$ cat src/rtl/core/kmm_pkg.sv
`default_nettype none

package kmm_pkg;

	// Default message-length wrap for the byte position
	localparam int unsigned KMM_MAX_LENGTH = 65536;

	// Configuration register indexes
	localparam logic [1:0] CFG_TOTAL_LENGTH = 2'd0;
	localparam logic [1:0] CFG_SKIP_START   = 2'd1;
	localparam logic [1:0] CFG_SKIP_COUNT   = 2'd2;

	// Additive constant of the second lane
	localparam logic [63:0] KMM_LANE1_ADD = 64'h9E3779B97F4A7C15;

	// Request into and response out of the shared 64-bit multiplier
	typedef struct packed {
		logic        start;
		logic [63:0] a;
		logic [63:0] c;
	} mul_req_t;

	typedef struct packed {
		logic        done;
		logic [63:0] product;
	} mul_rsp_t;

	// Initial lane values
	function automatic logic [63:0] lane_init(input logic [1:0] k);
		logic [63:0] v;
		unique case (k)
			2'd0: v = 64'h243F6A8885A308D3;
			2'd1: v = 64'h13198A2E03707344;
			2'd2: v = 64'hA4093822299F31D0;
			default: v = 64'h082EFA98EC4E6C89;
		endcase
		return v;
	endfunction

	// Per-lane multiplier constant
	function automatic logic [63:0] mul_const(input logic [1:0] k);
		logic [63:0] v;
		unique case (k)
			2'd0: v = 64'h00000100000001B3;
			2'd1: v = 64'hC2B2AE3D27D4EB4F;
			2'd2: v = 64'h165667B19E3779F9;
			default: v = 64'h9E3779B185EBCA87;
		endcase
		return v;
	endfunction

	// Per-lane fixed left rotation
	function automatic logic [63:0] rotl_lane(input logic [63:0] x, input logic [1:0] k);
		logic [63:0] v;
		unique case (k)
			2'd0: v = {x[58:0], x[63:59]};
			2'd1: v = {x[52:0], x[63:53]};
			2'd2: v = {x[46:0], x[63:47]};
			default: v = {x[40:0], x[63:41]};
		endcase
		return v;
	endfunction

	// Key ROM, indexed by position mod 32
	function automatic logic [7:0] key_byte(input logic [4:0] i);
		logic [7:0] v;
		unique case (i)
			5'd0:  v = 8'h2d;
			5'd1:  v = 8'h91;
			5'd2:  v = 8'h43;
			5'd3:  v = 8'ha7;
			5'd4:  v = 8'h5c;
			5'd5:  v = 8'he1;
			5'd6:  v = 8'h18;
			5'd7:  v = 8'h6f;
			5'd8:  v = 8'hb2;
			5'd9:  v = 8'h09;
			5'd10: v = 8'hd4;
			5'd11: v = 8'h73;
			5'd12: v = 8'h8a;
			5'd13: v = 8'h35;
			5'd14: v = 8'hc6;
			5'd15: v = 8'h1e;
			5'd16: v = 8'h57;
			5'd17: v = 8'hfa;
			5'd18: v = 8'h24;
			5'd19: v = 8'h80;
			5'd20: v = 8'h6a;
			5'd21: v = 8'hbd;
			5'd22: v = 8'h11;
			5'd23: v = 8'hce;
			5'd24: v = 8'h98;
			5'd25: v = 8'h4f;
			5'd26: v = 8'he3;
			5'd27: v = 8'h2a;
			5'd28: v = 8'h75;
			5'd29: v = 8'h0c;
			5'd30: v = 8'hb9;
			default: v = 8'h61;
		endcase
		return v;
	endfunction

endpackage

`default_nettype wire

$ cat src/rtl/core/kmm_mul64.sv
`default_nettype none

// Low 64 bits of a 64x64 product from one 32x32 multiplier, computed sequentially
module kmm_mul64 import kmm_pkg::*; (
	input  wire      clk,
	input  wire      arst_n,
	input  mul_req_t req,
	output mul_rsp_t rsp
);

	logic        busy_q;
	logic [1:0]  step_q;
	logic [63:0] a_q;
	logic [63:0] c_q;
	logic [63:0] acc_q;
	logic [63:0] prod_s1;
	logic [31:0] mul_x;
	logic [31:0] mul_y;
	logic [63:0] mul_p;

	// Select the partial product: lo*lo, hi*lo, lo*hi
	assign mul_x = (step_q == 2'd1) ? a_q[63:32] : a_q[31:0];
	assign mul_y = (step_q == 2'd2) ? c_q[63:32] : c_q[31:0];
	assign mul_p = mul_x * mul_y;

	// Sequence the steps
	always_ff @(posedge clk or negedge arst_n) begin
		if (!arst_n) begin
			busy_q <= 1'b0;
			step_q <= 2'd0;
		end else if (req.start) begin
			busy_q <= 1'b1;
			step_q <= 2'd0;
		end else if (busy_q) begin
			if (step_q == 2'd3) begin
				busy_q <= 1'b0;
			end
			step_q <= step_q + 2'd1;
		end
	end

	// Latch operands, register the product, accumulate the cross terms
	always_ff @(posedge clk) begin
		if (req.start) begin
			a_q <= req.a;
			c_q <= req.c;
		end
		prod_s1 <= mul_p;
		if (busy_q && step_q == 2'd1) begin
			acc_q <= prod_s1;
		end else if (busy_q && step_q == 2'd2) begin
			acc_q[63:32] <= acc_q[63:32] + prod_s1[31:0];
		end
	end

	assign rsp.done    = busy_q && (step_q == 2'd3);
	assign rsp.product = {acc_q[63:32] + prod_s1[31:0], acc_q[31:0]};

endmodule

`default_nettype wire

$ cat src/rtl/core/keyed_mix_mac_256_unit.sv
`default_nettype none

// Keyed 256-bit byte-mixing MAC.
// Input channel: one message byte per transfer (in_valid / in_stall).
// Output channel: four 64-bit digest words per message, word_index 0..3,
// last_word on the fourth (out_valid / out_stall).
// Config port: cfg_we, cfg_index, cfg_data; write only while idle.
// A byte that is mixed runs the four lanes in chain order, each lane passing
// through an operand state (ST_PREP) and the shared 32x32 multiplier (ST_MUL),
// then a closing state (ST_FINISH); the next byte is taken back in idle.
// A byte inside the skip window is not mixed and only passes the closing state.
// After the byte at position total_length-1 the four words follow from the
// cycle after the closing cycle, one per cycle while out_stall is low;
// a stall holds the current word. No byte is taken until the fourth word
// is transferred, after which lanes and position return to initial values.
// Reset sets total_length to 1, the skip window to empty, the lanes to
// their initial constants and the position to zero.
module keyed_mix_mac_256_unit import kmm_pkg::*; #(
	parameter int unsigned MAX_LENGTH = KMM_MAX_LENGTH
) (
	input  wire         clk,
	input  wire         arst_n,
	input  wire         in_valid,
	output logic        in_stall,
	input  wire  [7:0]  data_byte,
	output logic        out_valid,
	input  wire         out_stall,
	output logic [63:0] digest_word,
	output logic [1:0]  word_index,
	output logic        last_word,
	input  wire         cfg_we,
	input  wire  [1:0]  cfg_index,
	input  wire  [15:0] cfg_data
);

	localparam logic [15:0] PosLast = 16'(MAX_LENGTH - 1);

	typedef enum logic [2:0] {
		ST_IDLE,
		ST_PREP,
		ST_MUL,
		ST_FINISH,
		ST_EMIT
	} state_t;

	state_t      state_q;
	logic [15:0] total_length_q;
	logic [15:0] skip_start_q;
	logic [15:0] skip_count_q;
	logic [15:0] pos_q;
	logic [63:0] lanes_q [4];
	logic [1:0]  lane_q;
	logic        at_end_q;
	logic [7:0]  byte_q;

	logic        in_xfer;
	logic        out_xfer;
	logic [16:0] win_end;
	logic        skipped;
	logic        at_end;
	logic [7:0]  key;
	logic [15:0] remain;
	logic [63:0] term;
	logic [63:0] prev;
	logic [63:0] mix_x;
	mul_req_t    mul_req;
	mul_rsp_t    mul_rsp;

	assign in_xfer  = in_valid && !in_stall;
	assign out_xfer = out_valid && !out_stall;

	// Skip window and end-of-message tests at the current position
	assign win_end = {1'b0, skip_start_q} + {1'b0, skip_count_q};
	assign skipped = (pos_q >= skip_start_q) && ({1'b0, pos_q} < win_end);
	assign at_end  = (pos_q == total_length_q - 16'd1);

	// Lane operand: current lane sits at slot 0, the one just mixed at slot 3
	assign key    = key_byte(pos_q[4:0]);
	assign remain = total_length_q - pos_q;

	always_comb begin
		unique case (lane_q)
			2'd0: term = 64'(byte_q) + 64'(key) + 64'(pos_q);
			2'd1: term = 64'(byte_q) + KMM_LANE1_ADD;
			2'd2: term = 64'(byte_q) << pos_q[2:0];
			default: term = 64'(key) + 64'(remain);
		endcase
	end

	assign prev  = (lane_q == 2'd0) ? 64'd0 : lanes_q[3];
	assign mix_x = lanes_q[0] ^ (prev + term);

	assign mul_req.start = (state_q == ST_PREP);
	assign mul_req.a     = mix_x;
	assign mul_req.c     = mul_const(lane_q);

	kmm_mul64 u_mul (
		.clk    (clk),
		.arst_n (arst_n),
		.req    (mul_req),
		.rsp    (mul_rsp)
	);

	// Hold configuration registers
	always_ff @(posedge clk or negedge arst_n) begin
		if (!arst_n) begin
			total_length_q <= 16'd1;
			skip_start_q   <= 16'd0;
			skip_count_q   <= 16'd0;
		end else if (cfg_we) begin
			unique case (cfg_index)
				CFG_TOTAL_LENGTH: total_length_q <= cfg_data;
				CFG_SKIP_START:   skip_start_q   <= cfg_data;
				CFG_SKIP_COUNT:   skip_count_q   <= cfg_data;
				default: ;
			endcase
		end
	end

	// Latch the byte on transfer
	always_ff @(posedge clk) begin
		if (in_xfer) begin
			byte_q <= data_byte;
		end
	end

	// Sequencer: lanes rotate one slot per mixed lane and per emitted word before the last
	always_ff @(posedge clk or negedge arst_n) begin
		if (!arst_n) begin
			state_q  <= ST_IDLE;
			pos_q    <= 16'd0;
			lane_q   <= 2'd0;
			at_end_q <= 1'b0;
			for (int k = 0; k < 4; k++) begin
				lanes_q[k] <= lane_init(2'(k));
			end
		end else begin
			unique case (state_q)
				ST_IDLE: begin
					if (in_xfer) begin
						at_end_q <= at_end;
						lane_q   <= 2'd0;
						state_q  <= skipped ? ST_FINISH : ST_PREP;
					end
				end
				ST_PREP: begin
					state_q <= ST_MUL;
				end
				ST_MUL: begin
					if (mul_rsp.done) begin
						lanes_q[0] <= lanes_q[1];
						lanes_q[1] <= lanes_q[2];
						lanes_q[2] <= lanes_q[3];
						lanes_q[3] <= rotl_lane(mul_rsp.product, lane_q);
						lane_q     <= lane_q + 2'd1;
						state_q    <= (lane_q == 2'd3) ? ST_FINISH : ST_PREP;
					end
				end
				ST_FINISH: begin
					if (at_end_q) begin
						lane_q  <= 2'd0;
						state_q <= ST_EMIT;
					end else begin
						pos_q   <= (pos_q == PosLast) ? 16'd0 : pos_q + 16'd1;
						state_q <= ST_IDLE;
					end
				end
				ST_EMIT: begin
					if (out_xfer) begin
						lane_q <= lane_q + 2'd1;
						if (lane_q == 2'd3) begin
							for (int k = 0; k < 4; k++) begin
								lanes_q[k] <= lane_init(2'(k));
							end
							pos_q   <= 16'd0;
							state_q <= ST_IDLE;
						end else begin
							lanes_q[0] <= lanes_q[1];
							lanes_q[1] <= lanes_q[2];
							lanes_q[2] <= lanes_q[3];
							lanes_q[3] <= lanes_q[0];
						end
					end
				end
				default: state_q <= ST_IDLE;
			endcase
		end
	end

	assign in_stall    = (state_q != ST_IDLE);
	assign out_valid   = (state_q == ST_EMIT);
	assign digest_word = lanes_q[0];
	assign word_index  = lane_q;
	assign last_word   = (lane_q == 2'd3);

endmodule

`default_nettype wire

$ cat config.mk
export PLATFORM = sky130hd
export DESIGN_NAME = keyed_mix_mac_256_unit
export DESIGN_NICKNAME = d
export VERILOG_FILES = /design/src/rtl/core/kmm_pkg.sv /design/src/rtl/core/kmm_mul64.sv /design/src/rtl/core/keyed_mix_mac_256_unit.sv
export SDC_FILE = /design/constraint.sdc
export NUM_CORES = 2
export LEC_CHECK = 0
export BUFFER_PORTS_ARGS = -buffer_cell sky130_fd_sc_hd__buf_4
export CAP_MARGIN = 5
export CORE_ASPECT_RATIO = 0.7
export CORE_MARGIN = 2
export CORE_UTILIZATION = 40
export DETAILED_ROUTE_END_ITERATION = 8
export REMOVE_ABC_BUFFERS = 1
export SLEW_MARGIN = 40
export SYNTH_ARGS = -nofsm -noshare
export SYNTH_HDL_FRONTEND = slang
export SYNTH_HIERARCHICAL = 1
export SYNTH_SLANG_ARGS = --single-unit
$ cat constraint.sdc
create_clock -name clk -period 11.89 [get_ports clk]
set_input_delay 1.7835 -clock clk [delete_from_list [all_inputs] [get_ports clk]]
set_output_delay 1.7835 -clock clk [all_outputs]
set_load 0.02 [all_outputs]
# Word-level counts from Yosys, hierarchy flattened
# Memory sizes are Yosys's and may differ from the RTL's.
# Index checks and enable logic that the tools add are counted.
totals:
  rom_bits: 256
  latchBits: 0
  mem_count: 1
  regBits: 593
  elab_cells: 117
  inputBits: 31
  mem_bits_rw: 0
  out_inout_bits: 69
classes:
  reduce_logical: 25
  n_div: 0
  n_eq_ne: 20
  n_addsub: 12
  shift: 1
  magnitude_cmp: 2
  n_mux: 35
  mul: 1
  n_bitwise: 1
memory_table:
  columns: ["name", "depth", "word_bits", "rd", "rd_clocked_by_memory_dff", "write_ports", "line", "source"]
  rows:
  - ["(name not given)", 32, 8, 1, 0, 0, "kmm_pkg.sv:67", "unique case (i)"]
op_table:
  columns: ["cell", "count"]
  rows:
  - ["two-way mux 256 bit", 3]
  - ["one-hot mux 64 bit (3 select lines)", 3]
  - ["one-hot mux 256 bit (2 select lines)", 1]
  - ["two-way mux 32 bit", 4]
  - ["adder 64 bit", 1]
  - ["adder 8 x 64 -> 64 bit (second input constant)", 1]
  - ["multiplier 32 x 32 -> 64 bit", 1]
  - ["two-way mux 16 bit", 4]
  - ["two-way mux 64 bit", 1]
  - ["left shift 8 x 3 -> 64 bit", 1]
  - ["bitwise XOR 64 bit", 1]
  - ["adder 32 bit", 1]
  - ["one-hot mux 16 bit (2 select lines)", 1]
  - ["adder 16 x 16 -> 17 bit", 1]
  - ["adder 8 x 16 -> 17 bit", 1]
  - ["adder 9 x 16 -> 17 bit", 1]
  - ["< comparator 16 x 17 -> 1 bit", 1]
  - ["adder 16 x 1 -> 16 bit (second input constant)", 1]
  - ["== test 16 bit", 1]
  - ["== test 16 bit (second input constant)", 1]
  - ["greater-or-equal comparator 16 bit", 1]
  - ["two-way mux 2 bit", 8]
  - ["subtractor 16 x 1 -> 16 bit (second input constant)", 1]
  - ["subtractor 16 bit", 1]
  - ["24 further kinds", 56]

# Logic depth before layout (Yosys ltp)
depth:
  ltp_word: 6
  ltp_mapped: 35
  mapped_depth_nobuf: 31

# Modules after synthesis
# Netlist, hierarchy kept.
by_module_without_submodules:
  columns: ["module", "area_per_inst_um2", "instances", "cells_each", "seq_area_each_um2"]
  rows:
  - ["kmm_mul64", 42664.7, 1, 4441, 7121.8]
  - ["keyed_mix_mac_256_unit", 24696.2, 1, 3011, 8533.2]

# Worst setup path after synthesis
# No wires, ideal clock.
synth_path:
  path_type: "register -> register"
  startpoint: "register u_mul.step_q[1]"
  endpoint: "register u_mul.prod_s1[60]"
  path_stages_with_launch: 32
  setup_slack_ns: 3.181
  required_time_ns: 11.818
  n_path_buf: 5
  setup_time_ns: 0.072
  period_less_slack_ns: 8.709
  t_arrival_ns: 8.637
  cell_sequence: "dfrtp_1 > inv_1 > ha_1 > clkbuf_1 > clkbuf_1 > buf_1 > mux2i_1 > clkbuf_1 > nor2_1 > fa_1 > inv_1 > fa_1 > fa_1 > fa_1 > inv_1 > fa_1 > fa_1 > fa_1 > inv_1 > fa_1 > inv_1 > ha_1 > clkbuf_1 > nand2_1 > o21ai_1 > a31oi_1 > a32oi_1 > o21a_1 > a31oi_1 > o41a_1 > o31ai_1 > xor2_1"
synth_via:
  elab_chain_cells: 3
  word_cells_on_any_way: 5
  cone_classes: "1 x mul; 2 x eq/ne; 2 x mux"
synth_rtl:
  columns: ["item", "line", "source"]
  rows:
  - ["from (decl)", "kmm_mul64.sv:12", "logic [1:0] step_q;"]
  - ["from (signal assigned)", "kmm_mul64.sv:38", "step_q <= step_q + 2'd1;"]
  - ["== test 2 x 1 -> 1 bit or == test 2 bit (tied branches)", "kmm_mul64.sv:22, kmm_mul64.sv:23", null]
  - ["two-way mux 32 bit, on equally long branches", "kmm_mul64.sv:22, kmm_mul64.sv:23", null]
  - ["multiplier 32 x 32 -> 64 bit (*)", "kmm_mul64.sv:24", "assign mul_p = mul_x * mul_y;"]
  - ["net u_mul.mul_p[60]", "kmm_mul64.sv:19", "logic [63:0] mul_p;"]
  - ["to (signal assigned)", "kmm_mul64.sv:48", "prod_s1 <= mul_p;"]
  - ["to (decl)", "kmm_mul64.sv:16", "logic [63:0] prod_s1;"]
# Mark *: on every way through the listed nets, which the timed path passes. The rest lies on a longest branch.
# A chain may end at the register's enable or synchronous reset.

# Worst setup path after layout
layout_path:
  startpoint: "register u_mul.step_q[1]"
  endpoint: "register u_mul.prod_s1[57]"
# Same word-level chain as after synthesis.

==> impl_metrics.tcl <==
set metrics [dict create \
    cts-resized-gates 0 \
    clock_skew_ns 0.02342 \
    setup_violations 0 \
    wirelength_mm 235.8 \
    avgSynthCellArea_um2 9.039 \
    crit_required_ns 12.45 \
    violations "design-rule violations" \
    grt_max_degree 240 \
    core_mm2 0.1666 \
    fin_nets 8650 \
    rsz0062_at_grt "no" \
    overflow 0 \
    finalHoldViolCount 0 \
    slew_violations 0 \
    worst-setup-path-type "reg2reg" \
    async_flop_share 0.5548 \
    worstMarginPinSlew_ns 0.9438 \
    clk_latency_ns 0.67 \
    fp.dieH_um 347.3 \
    start_util 0.4044 \
    drt-pass1-iter-count 9 \
    fin_util 0.4357 \
    cts_tree "done" \
    final-seq-area_mm2 0.01566 \
    cts_buffers 59 \
    drtIter0Drc 6100 \
    status "complete, but fails checks" \
    htreeDepth 2 \
    dp_hpwl_mm 184.1 \
    grtUsageTotal 0.2758 \
    cp_max_fo 31 \
    antenna_found_initial 17 \
    multi_input_area_mm2 0.04651 \
    drc 30 \
    synth_edf_count 200 \
    synth_area_mm2 0.06736 \
    syn_to_final_growth_pct 7.725 \
    ant_nets 0 \
    dieWidth_um 494.5 \
    timing.final.crit_share 0.8456 \
    synthCells 7452 \
    synth_warnings 6 \
    ys_seq_area_frac 0.2324 \
    cpPeakStageDelay_ns 0.70 \
    dieArea_mm2 0.1718 \
    fillers 16163 \
    drv_cap 0 \
    grt_pass1_wl_mm 352.8 \
    max_freq_mhz 99.46 \
    crit_path_end_kind "flip-flop" \
    yosys_most_used_dff "dfrtp_1" \
    cts.sinks 593 \
    max-slew-margin-rel 0.3687 \
    arrival_ns 10.61 \
    startpoint_type "flip-flop" \
    cts_buffer_depth 3 \
    synth-seq-cells 593 \
    place.port_buffers 99 \
    hold_class "reg2reg" \
    place.gp.congestion 1.032 \
    postCtsSetupRepairBufs 0 \
    final_common_cell "nand2_1" \
    grt_pass1_vias 53375 \
    root_buffer "clkbuf_16" \
    final_cell_mix "nand2_1, inv_1, nor2_1" \
    ys_types 108 \
    critical_path.most_common_cell "fa_1" \
    clk_pin_slew_ns 0.07 \
    period_needed_ns 10.05 \
    pin_count 100 \
    fp-row-count 125 \
    vias_per_cell 5.599 \
    vias 53467 \
    post_drt_wl_per_cell_um 24.69 \
    hold_buffers 0 \
    cpMaxStageDelayCell "mux2i_2" \
    tns_ns 0 \
    drive_gt1_frac 0.09465 \
]
==> per-layer routing <==
layer,GRT usage,share of wire
met3,0.09579,0.13
met4,0.07133,0.030
met1,0.4161,0.45
met2,0.3695,0.39
met5,0,0.00037
==> cells in the mapped netlist (all sizes together) (27+ instances only) <==
| cell | count | area [µm²] |
|---|---|---|
| nor3 | 50 | 255.3 |
| nand3 | 73 | 365.4 |
| ha | 438 | 5480 |
| mux2i | 82 | 820.8 |
| dfstp | 108 | 2838 |
| nor2b | 79 | 494.2 |
| a21oi | 268 | 1353 |
| nor2 | 929 | 3495 |
| xnor2 | 180 | 1577 |
| xor2 | 105 | 919.6 |
| o21bai | 27 | 202.7 |
| a211oi | 59 | 457.9 |
| o21ai | 412 | 2073 |
| a21o | 106 | 803.3 |
| dfrtp | 221 | 5530 |
| a31oi | 64 | 406.6 |
| buf | 136 | 883.4 |
| nand4 | 39 | 244.0 |
| clkbuf | 335 | 1269 |
| fa | 910 | 18220 |
| inv | 986 | 3701 |
| o21a | 28 | 210.2 |
| and3 | 30 | 192.7 |
| nand2 | 1064 | 4001 |
| dfxtp | 64 | 1281 |
| mux2 | 125 | 1408 |
| a222oi | 67 | 670.6 |
| edfxtp | 200 | 6006 |
==> worst max-delay path: cells and delay by family (launching register included) <==
kind	cells	cell delay, ns
compound gates	4	1.27
fa+ha+maj	10	5.17
buf+inv	8	1.47
flops	1	0.43
mux	1	0.70
simple gates	5	0.82
==> per-stage QoR <==
| step | area (µm²) | std cells | hold slack (ns) | setup WS, ns |
|---|---|---|---|---|
| finish | 72560 | 9549 | 0.4782 | 1.836 |
| CTS | 72400 | 9540 | 0.4817 | 1.985 |
| detailed placement | 70350 | 9428 | 0.4649 | 1.995 |
| global placement | 69990 | 9421 | 0.4507 | 1.949 |
| global route | 72550 | 9544 | 0.4938 | 1.618 |
| floorplan | 65220 | 6986 | 0.4123 | 1.851 |
==> logic make-up (layout without fill, tap and decap cells) <==
| kind of cell | Yosys count | after routing | synth area share |
|---|---|---|---|
| other | 2 | 13 | 0.0001115 |
| adder cells (fa/ha/maj) | 1348 | 1348 | 0.3518 |
| buffers and inverters | 1461 | 1325 | 0.08721 |
| multiplexers | 207 | 207 | 0.03308 |
| flip-flops | 593 | 593 | 0.2324 |
| AO/OA/AOI/OAI | 1180 | 1180 | 0.1121 |
| XOR/XNOR | 285 | 285 | 0.03706 |
| AND/OR/NAND/NOR | 2376 | 2376 | 0.1462 |
==> state kept, by name (all words and copies together) (netlist names), 8 cells and up <==
signal and cells:
byte_q 8, skip_start_q 16, u_mul/a_q 64, total_length_q 16, u_mul/acc_q 64, u_mul/c_q 64
skip_count_q 16, u_mul/prod_s1 64, lanes_q 192, digest_word 64, pos_q 16
==> area by class of cell <==
type                       instances  area share
timing repair buffer             224     0.02538
inverter                         989     0.05116
multi-input combinational       5404      0.6410
clock inverter                    28    0.004845
antenna                            5   0.0001724
tap                             2222     0.03831
sequential                       593      0.2158
clock buffer                      84     0.02338
==> path summary, 6_finish.rpt <==
path,from,to,slack [ns],cells after the start
max,u_mul/step_q[1],u_mul/prod_s1[57],1.84,28
min,lanes_q[134],lanes_q[134],0.48,2
max reg2reg,u_mul/step_q[1],u_mul/prod_s1[57],1.84,28
min reg2reg,lanes_q[134],lanes_q[134],0.48,2
max in group asynchronous,arst_n,pos_q[4],8.50,4
min in group asynchronous,arst_n,lanes_q[183],1.11,1
Power is left out: the tool's default activity adds up to more than one toggle a clock period on the data nets, which glitch-free logic cannot reach.
